`config.mk`:
```
export PLATFORM = sky130hd
export DESIGN_NAME = addressed_frame_receiver_crc16_unit
export DESIGN_NICKNAME = d
export VERILOG_FILES = /design/src/hw/rtl/afrc_pkg.sv /design/src/hw/rtl/addressed_frame_receiver_crc16_unit.sv /design/src/hw/rtl/afrc_in_reg.sv /design/src/hw/rtl/afrc_parser.sv /design/src/hw/rtl/afrc_out_reg.sv
export SDC_FILE = /design/constraint.sdc
export NUM_CORES = 1
export LEC_CHECK = 0
export ABC_CLOCK_PERIOD_IN_PS = 2600
export BUFFER_PORTS_ARGS = -buffer_cell sky130_fd_sc_hd__clkbuf_2
export CAP_MARGIN = 20
export CORE_MARGIN = 5
export CORE_UTILIZATION = 40
export CTS_CLUSTER_DIAMETER = 80
export DETAILED_ROUTE_END_ITERATION = 12
export GPL_ROUTABILITY_DRIVEN = 0
export GPL_TIMING_DRIVEN = 0
export MAX_ROUTING_LAYER = met4
export PLACE_DENSITY = 0.68
export SKIP_CTS_REPAIR_TIMING = 1
export SYNTH_ARGS = -nofsm -noshare
export SYNTH_HDL_FRONTEND = slang
export SYNTH_SLANG_ARGS = --single-unit
```
`constraint.sdc`:
```
create_clock -name aclk -period 2.6 [get_ports aclk]
set_input_delay 0.39 -clock aclk [delete_from_list [all_inputs] [get_ports aclk]]
set_output_delay 0.39 -clock aclk [all_outputs]
set_load 0.005 [all_outputs]
```
`src/hw/rtl/afrc_pkg.sv`:
```
package afrc_pkg;

    // Fixed frame bytes.
    localparam logic [7:0] FRAME_SYNC = 8'h51;
    localparam logic [7:0] FRAME_HDB2 = 8'h41;
    localparam logic [7:0] FRAME_SRC  = 8'h00;
    localparam logic [7:0] FRAME_HDB1 = 8'h02;

    // Reflected CRC-16 polynomial and start value.
    localparam logic [15:0] CRC_POLY = 16'hA001;
    localparam logic [15:0] CRC_INIT = 16'h0000;

    // Node address after reset.
    localparam logic [7:0] NODE_ADDR_RESET = 8'd27;

    // One frame verdict as it travels from the parser to the result register.
    typedef struct packed {
        logic        crc_ok;
        logic [15:0] computed_crc;
        logic [15:0] received_crc;
    } afrc_result_t;

    // One byte of a reflected CRC-16, least significant bit first.
    function automatic logic [15:0] crc16_byte(input logic [15:0] crc_in,
                                               input logic [7:0]  data);
        logic [15:0] crc;
        logic [7:0]  b;
        logic        lsb;
        crc = crc_in;
        b   = data;
        for (int k = 0; k < 8; k++) begin
            lsb = crc[0] ^ b[0];
            crc = crc >> 1;
            if (lsb) begin
                crc = crc ^ CRC_POLY;
            end
            b = b >> 1;
        end
        return crc;
    endfunction

endpackage

```
`src/hw/rtl/addressed_frame_receiver_crc16_unit.sv`:
```
// Frame receiver for seven-byte addressed frames (0x51, 0x41, node address, 0x00,
// 0x02, CRC high, CRC low) with a CRC-16/ARC check over the five header bytes. It
// takes one byte per cycle unless the result register is full and not being read:
// each byte is held in an input register, judged by the parser and its one-byte CRC
// XOR network once the result register has room, and a frame verdict is held in a
// result register that drives m_valid. A byte that breaks the header is dropped and
// the parser returns to idle. The node address is written through cfg_wr_en and
// cfg_wr_data, resets to 27, and should be changed only while no frame is in flight.
module addressed_frame_receiver_crc16_unit
    import afrc_pkg::*;
(
    input  logic        aclk,
    input  logic        aresetn,
    input  logic        cfg_wr_en,
    input  logic [7:0]  cfg_wr_data,
    input  logic        s_valid,
    output logic        s_ready,
    input  logic [7:0]  s_rx_byte,
    output logic        m_valid,
    input  logic        m_ready,
    output logic        m_crc_ok,
    output logic [15:0] m_computed_crc,
    output logic [15:0] m_received_crc
);

    logic [7:0]   node_address_reg;
    logic         byte_valid;
    logic [7:0]   byte_data;
    logic         out_free;
    logic         take;
    logic         res_valid;
    afrc_result_t res;

    // Node address register.
    always_ff @(posedge aclk) begin
        if (!aresetn) begin
            node_address_reg <= NODE_ADDR_RESET;
        end else if (cfg_wr_en) begin
            node_address_reg <= cfg_wr_data;
        end
    end

    // A held byte is processed whenever the result register has room.
    assign take = byte_valid && out_free;

    afrc_in_reg u_in_reg (
        .aclk       (aclk),
        .aresetn    (aresetn),
        .s_valid    (s_valid),
        .s_ready    (s_ready),
        .s_rx_byte  (s_rx_byte),
        .take       (take),
        .byte_valid (byte_valid),
        .byte_data  (byte_data)
    );

    afrc_parser u_parser (
        .aclk         (aclk),
        .aresetn      (aresetn),
        .take         (take),
        .byte_data    (byte_data),
        .node_address (node_address_reg),
        .res_valid    (res_valid),
        .res          (res)
    );

    afrc_out_reg u_out_reg (
        .aclk           (aclk),
        .aresetn        (aresetn),
        .load           (res_valid),
        .res            (res),
        .out_free       (out_free),
        .m_valid        (m_valid),
        .m_ready        (m_ready),
        .m_crc_ok       (m_crc_ok),
        .m_computed_crc (m_computed_crc),
        .m_received_crc (m_received_crc)
    );

endmodule

```
`src/hw/rtl/afrc_in_reg.sv`:
```
module afrc_in_reg
    import afrc_pkg::*;
(
    input  logic       aclk,
    input  logic       aresetn,
    input  logic       s_valid,
    output logic       s_ready,
    input  logic [7:0] s_rx_byte,
    input  logic       take,
    output logic       byte_valid,
    output logic [7:0] byte_data
);

    logic       valid_reg;
    logic       valid_next;
    logic [7:0] byte_reg;

    // The register can take a new transfer when empty or when its byte leaves now.
    assign s_ready    = !valid_reg || take;
    assign valid_next = s_valid || (valid_reg && !take);

    always_ff @(posedge aclk) begin
        if (!aresetn) begin
            valid_reg <= 1'b0;
        end else if (s_ready) begin
            valid_reg <= valid_next;
        end
    end

    // Payload is loaded on each accepted transfer.
    always_ff @(posedge aclk) begin
        if (s_valid && s_ready) begin
            byte_reg <= s_rx_byte;
        end
    end

    assign byte_valid = valid_reg;
    assign byte_data  = byte_reg;

endmodule

```
`src/hw/rtl/afrc_parser.sv`:
```
module afrc_parser
    import afrc_pkg::*;
(
    input  logic         aclk,
    input  logic         aresetn,
    input  logic         take,
    input  logic [7:0]   byte_data,
    input  logic [7:0]   node_address,
    output logic         res_valid,
    output afrc_result_t res
);

    typedef enum logic [2:0] {
        PH_IDLE = 3'd0,
        PH_SYNC = 3'd1,
        PH_HDB2 = 3'd2,
        PH_ADDR = 3'd3,
        PH_SRC  = 3'd4,
        PH_CRCH = 3'd5,
        PH_CRCL = 3'd6
    } phase_t;

    phase_t      phase_reg;
    phase_t      phase_next;
    logic [15:0] crc_reg;
    logic [15:0] crc_next;
    logic [7:0]  crc_high_reg;
    logic [7:0]  crc_high_next;
    logic [15:0] crc_upd;
    logic [15:0] rx_crc;

    // CRC update for the byte in hand; a frame start restarts from the initial value.
    assign crc_upd = crc16_byte((phase_reg == PH_IDLE) ? CRC_INIT : crc_reg, byte_data);
    assign rx_crc  = {crc_high_reg, byte_data};

    // Next phase and result for the byte being taken.
    always_comb begin
        phase_next    = PH_IDLE;
        crc_next      = crc_reg;
        crc_high_next = crc_high_reg;
        res_valid     = 1'b0;
        case (phase_reg)
            PH_IDLE: begin
                if (byte_data == FRAME_SYNC) begin
                    crc_next   = crc_upd;
                    phase_next = PH_SYNC;
                end
            end
            PH_SYNC: begin
                if (byte_data == FRAME_HDB2) begin
                    crc_next   = crc_upd;
                    phase_next = PH_HDB2;
                end
            end
            PH_HDB2: begin
                if (byte_data == node_address) begin
                    crc_next   = crc_upd;
                    phase_next = PH_ADDR;
                end
            end
            PH_ADDR: begin
                if (byte_data == FRAME_SRC) begin
                    crc_next   = crc_upd;
                    phase_next = PH_SRC;
                end
            end
            PH_SRC: begin
                if (byte_data == FRAME_HDB1) begin
                    crc_next   = crc_upd;
                    phase_next = PH_CRCH;
                end
            end
            PH_CRCH: begin
                crc_high_next = byte_data;
                phase_next    = PH_CRCL;
            end
            PH_CRCL: begin
                res_valid  = take;
                phase_next = PH_IDLE;
            end
            default: begin
                phase_next = PH_IDLE;
            end
        endcase
    end

    assign res.crc_ok       = (rx_crc == crc_reg);
    assign res.computed_crc = crc_reg;
    assign res.received_crc = rx_crc;

    // Parser state advances only when a byte is taken.
    always_ff @(posedge aclk) begin
        if (!aresetn) begin
            phase_reg    <= PH_IDLE;
            crc_reg      <= CRC_INIT;
            crc_high_reg <= 8'h00;
        end else if (take) begin
            phase_reg    <= phase_next;
            crc_reg      <= crc_next;
            crc_high_reg <= crc_high_next;
        end
    end

endmodule

```
`src/hw/rtl/afrc_out_reg.sv`:
```
module afrc_out_reg
    import afrc_pkg::*;
(
    input  logic         aclk,
    input  logic         aresetn,
    input  logic         load,
    input  afrc_result_t res,
    output logic         out_free,
    output logic         m_valid,
    input  logic         m_ready,
    output logic         m_crc_ok,
    output logic [15:0]  m_computed_crc,
    output logic [15:0]  m_received_crc
);

    logic         valid_reg;
    logic         valid_next;
    afrc_result_t res_reg;

    // A slot is free when empty or when the held result is taken this cycle.
    assign out_free   = !valid_reg || m_ready;
    assign valid_next = load || (valid_reg && !m_ready);

    always_ff @(posedge aclk) begin
        if (!aresetn) begin
            valid_reg <= 1'b0;
        end else begin
            valid_reg <= valid_next;
        end
    end

    always_ff @(posedge aclk) begin
        if (load) begin
            res_reg <= res;
        end
    end

    assign m_valid        = valid_reg;
    assign m_crc_ok       = res_reg.crc_ok;
    assign m_computed_crc = res_reg.computed_crc;
    assign m_received_crc = res_reg.received_crc;

endmodule
```
**After elaboration in Yosys (flattened, before gate mapping)**

Cells that the tools add are included.

- Memory bits (read-only): 0
- Memories: 0
- Bits in registers: 78
- Bits in writable memories: 0
- Logic and storage cells: 81
- Output and inout port bits: 35
- Bits of input ports: 21
- Latch bits: 0

- Divide/modulo/power cells: 0
- Multiply operators: 0
- Equal/unequal tests: 16
- Reductions and logical operators: 17
- Bitwise logic cells: 16
- Mux-type cells: 22
- Order comparisons: 0
- Shift-type cells: 0
- Add/sub/neg operators: 0

Operators by type and width:

| operator | number |
|---|---|
| 16-bit 2-to-1 mux | 14 |
| 16-bit one-hot mux with 5 select lines | 1 |
| 2-bit inverter with 3-bit output | 8 |
| 3-bit one-hot mux with 6 select lines | 1 |
| 16-bit == test | 1 |
| 8-bit by 7-bit == test with 1-bit output (second input constant) | 2 |
| 3-bit == test (second input constant) | 3 |
| 8-bit by 2-bit == test with 1-bit output (second input constant) | 1 |
| 8-bit == test | 1 |
| 8-bit zero test | 1 |
| 2-bit by 1-bit != test with 1-bit output (second input constant) | 4 |
| 1-bit bitwise XOR | 8 |
| 7-bit AND reduction | 1 |
| 3-bit by 2-bit == test with 1-bit output (second input constant) | 2 |
| 3-bit 2-to-1 mux | 2 |
| 5-bit nonzero test | 1 |
| 1-bit logical AND | 4 |
| 1-bit zero test | 4 |
| 1-bit logical OR | 4 |
| 2-bit 2-to-1 mux | 2 |
| 3-bit by 1-bit == test with 1-bit output (second input constant) | 1 |
| 3-bit zero test | 1 |
| 1-bit 2-to-1 mux | 2 |
| 2-bit != test (second input constant) | 1 |
| 2-bit AND reduction | 1 |

**Logic depth before layout (Yosys ltp)**

- Word-level depth: 20
- Depth in mapped cells: 8
- Depth with buffers taken out: 6

**By module**

A second synthesis with hierarchy kept.

- Cell total of the unflattened synthesis: 316
- Area, all modules: 3,654.8 um2

Modules (own cells, without submodules):

| module | sequential area each (um2) | cells an instance | times used | area each (um2) |
|---|---|---|---|---|
| afrc_parser | 540.5 | 240 | 1 | 2,019.4 |
| afrc_out_reg | 1,011.0 | 37 | 1 | 1,039.7 |
| addressed_frame_receiver_crc16_unit | 160.2 | 26 | 1 | 297.8 |
| afrc_in_reg | 260.2 | 13 | 1 | 297.8 |

**Least setup slack after synthesis**

No wires, ideal clock.

- Path type: register to register
- From: reg u_in_reg.byte_reg[7] (netlist: u_in_reg.byte_data[7])
- To: reg u_parser.crc_reg[12]
- Slack: 0.402 ns
- Buffers on the path: 2
- Data required time: 2.472 ns
- Clock period less this slack: 2.198 ns
- Library setup time: 0.128 ns
- Arrival time: 2.071 ns
- Cell stages (with the launch flop): 9
- Path through: edfxtp_1 -> buf_6 -> or4_4 -> o31ai_4 -> nand3_4 -> nor3_4 -> buf_6 -> mux2i_1 -> nor2_1

- Longest elaborated chain between the ends: 3
- Elaborated cells between the ends (all ways): 11
- Classes of those cells: eq/ne: 9; reduce/logical: 2

Ends and longest elaborated chain:

| item | RTL line | text |
|---|---|---|
| from (decl) | afrc_in_reg.sv:16 | `logic [7:0] byte_reg;` |
| from (signal assigned) | afrc_in_reg.sv:33 | `byte_reg <= s_rx_byte;` |
| 8-bit by 7-bit == test with 1-bit output (tied with other cells) | afrc_parser.sv:44 | `if (byte_data == FRAME_SYNC) begin` |
| 2-bit != test (no line) or 2-bit by 1-bit != test with 1-bit output (tied branches) | - |  |
| 7-bit AND reduction (no line) (*) | - |  |
| to (signal assigned) | afrc_parser.sv:99 | `crc_reg <= crc_next;` |
| to (decl) | afrc_parser.sv:25 | `logic [15:0] crc_reg;` |

Mark *: on every way between the ends. The rest lies on a longest branch, timed or not.
A chain may end at the register's enable or synchronous reset.

**Worst setup path after layout**

- From: reg u_in_reg.byte_reg[5] (netlist: u_in_reg.byte_data[5])
- To: reg u_parser.crc_reg[9]

The elaborated chain is that of the path after synthesis.

==> impl_metrics.yaml <==
pwr:
  sw_frac_of_total: 0.2227
  p_per_area_nw_per_um2: 629.7
  p_seq_frac: 0.502
  p_switching_uw: 589.6
  combPwrFrac: 0.090
  clockPowerShare: 0.407
  internal-power_uw: 2058
  vdd_ir_drop_max_v: 0.0003271
  p_leak_uw: 0.001529
route:
  drtIter0Drc: 84
  wire_per_inst_um: 15.95
  route.vias.total: 2358
  firstDrtPassIters: 4
  routed_wl_mm: 7.450
  via_per_inst: 5.049
  drt_drc_violations_left: 0
  ant_nets: 0
sta:
  fin_crit_sh: 0.9448
  fin_worst_skew_ns: 0.009658
  hold_viol: 0
  rsz0062_at_grt: "false"
  clock.fmax_mhz: 407.1
  worst_slew_pin_slew_ns: 0.7682
  setup_tns_ns: 0
  slew_headroom: 0.4878
  setup_violations: 0
  fin_crit_ns: 2.456
  maxSlewViolCount: 0
placed_design:
  dpl.hpwl_mm: 5.222
  port_buffers: 53
  place_area_um2: 3966
layout:
  design_area_um2: 4204
  fill_cells: 804
  insertedDiodeCount: 0
  syn2layout_area_growth_pct: 17.94
  final_cell_mix: "clkbuf_2, xnor2_1, edfxtp_1, dfxtp_1, nor2_1"
  layout_commonest_cell: "clkbuf_2"
  drive_above_1_share: 0.2730
  nets: 375
die:
  die-area_um2: 10900
  die_width_um: 104.4
  num_io_pins: 56
  core.rowCount: 34
  core_area_um2: 8721
  fp.dieH_um: 104.4
  initial_core_util: 0.4088
global_route:
  grt_pass1_vias: 2404
  grt_max_degree: 34
  grt_use_total: 0.1446
  grt_remaining_overflow: 0
  grt_pass1_wl_mm: 12.01
  antenna_found_initial: 0
clock_tree:
  ctsHtreeMaxLevel: 3
  cts_root_buffer: "clkbuf_8"
  insertion_delay_ns: 0.35
  clk_path_buf_depth: 2
  cts_tree: "built"
  cts_buffers: 9
  cts.sinks: 78
  cts.reportedPaths.clkPinSlew_ns: 0.08
synthesis:
  synth_top_area_share: 0.3454
  syn-cell-area_um2: 3565
  synth.distinct_cells: 48
  synth_area_leaders: "edfxtp_1, dfxtp_1, xnor2_1"
  avgSynthCellArea_um2: 12.29
  syn_nets: 311
  synth_top_area_cell: "edfxtp_1"
  synth-edff-count: 41
  synth_cells: 290
  ys.warnings.count: 0
  ys.flop_type: "edfxtp_1"
  synth-async-reset-ratio: 0
  synth-seq-area-share: 0.5532
  synth-seq-cells: 78
critical_path:
  cpMaxStageDelayCell: "or4_4"
  slowest_delay_ns: 0.54
  critPathRequiredTime_ns: 2.82
  path_cells: "clkbuf_1 -> or4_4 -> o31ai_4 -> nand3_4 -> nor3_4 -> buf_6 -> mux2i_1 -> nor2_1"
  arrival_ns: 2.68
  start_kind: "flop"
  end_kind: "flop"
  critPathKind: "flop to flop"
  rrSetupSlack_ns: 0.14
  cp_max_fo: 10
min_path:
  hold_class: "input port to flop"
run_status:
  outcome: "finished clean"
flow_run:
  cap_violations: 0
## critical path: cells and delay by family, from the launching register on
kind,cells,cell delay (ns)
buffers and inverters,2,0.47
flip-flops,1,0.40
multiplexers,1,0.21
AND/OR/NAND/NOR,4,0.97
AO/OA/AOI/OAI,1,0.28
## final timing paths
path	from	to	cells past startpoint
worst min-delay path	s_rx_byte[4]	u_in_reg.byte_data[4]	1
worst max-delay path	u_in_reg.byte_data[5]	u_parser.crc_reg[9]	8
worst min register to register	u_parser.crc_reg[5]	u_out_reg.m_computed_crc[5]	0
worst max register to register	u_in_reg.byte_data[5]	u_parser.crc_reg[9]	8
## area by class of cell
| cell class | count | area, µm² | share of cell area |
|---|---|---|---|
| Buffer | 23 | 130.1 | 0.03095 |
| Clock buffer | 10 | 127.6 | 0.03036 |
| Clock inverter | 6 | 110.1 | 0.02619 |
| Inverter | 2 | 7.507 | 0.001786 |
| Tap cell | 108 | 135.1 | 0.03214 |
| Multi-Input combinational cell | 187 | 1456 | 0.3464 |
| Timing Repair Buffer | 53 | 265.3 | 0.06310 |
| Sequential cell | 78 | 1972 | 0.4690 |
## metrics by stage
stage | utilization | hold WS, ns | worst slack [ns] | cells | power [µW]
after floorplan | - | 0.4064 | 0.4018 | 290 | 1539
after global routing | 0.4821 | 0.1799 | 0.03129 | 467 | 2746
after detailed placement | 0.4548 | 0.4118 | 0.1528 | 451 | 1599
after global placement | 0.4547 | 0.4128 | 0.08195 | 451 | 1590
final | 0.4821 | 0.2035 | 0.1436 | 467 | 2647
after CTS | 0.4821 | 0.1930 | 0.1360 | 467 | 2668
## cell usage after synthesis (4+ instances only)
| cell type | instances |
|---|---|
| a21oi_1 | 4 |
| a21oi_2 | 5 |
| buf_2 | 8 |
| buf_6 | 4 |
| clkbuf_1 | 9 |
| dfxtp_1 | 37 |
| edfxtp_1 | 41 |
| mux2i_1 | 24 |
| nand2_1 | 9 |
| nand2b_1 | 7 |
| nand3_1 | 7 |
| nand4_1 | 4 |
| nor2_1 | 32 |
| xnor2_1 | 44 |
| xor2_1 | 9 |
## power groups by stage
stage	Combinational [µW]	Clock [µW]	Sequential (µW)
2_1_floorplan	187	0	1350
3_3_place_gp	232	0	1360
3_5_place_dp	240	0	1360
4_1_cts	241	1100	1330
5_1_grt	261	1150	1330
6_report	239	1080	1330
## logic make-up (layout without fill, tap and decap cells)
| logic type | count (synthesis) | count (layout) | synth area share |
|---|---|---|---|
| compound gates | 23 | 23 | 0.05756 |
| mux | 24 | 24 | 0.06739 |
| flops | 78 | 78 | 0.5532 |
| simple gates | 84 | 84 | 0.1341 |
| buf+inv | 25 | 94 | 0.03861 |
| xor+xnor | 56 | 56 | 0.1492 |
## metal layers
metal	track usage	up-vias	wire, µm
li1	-	1134	-
met1	0.1674	1139	3253
met2	0.2339	66	3640
met3	0.04159	19	372
met4	0.06198	0	182
met5	-	-	0
Note: power is estimated with default switching activity, not from simulation.
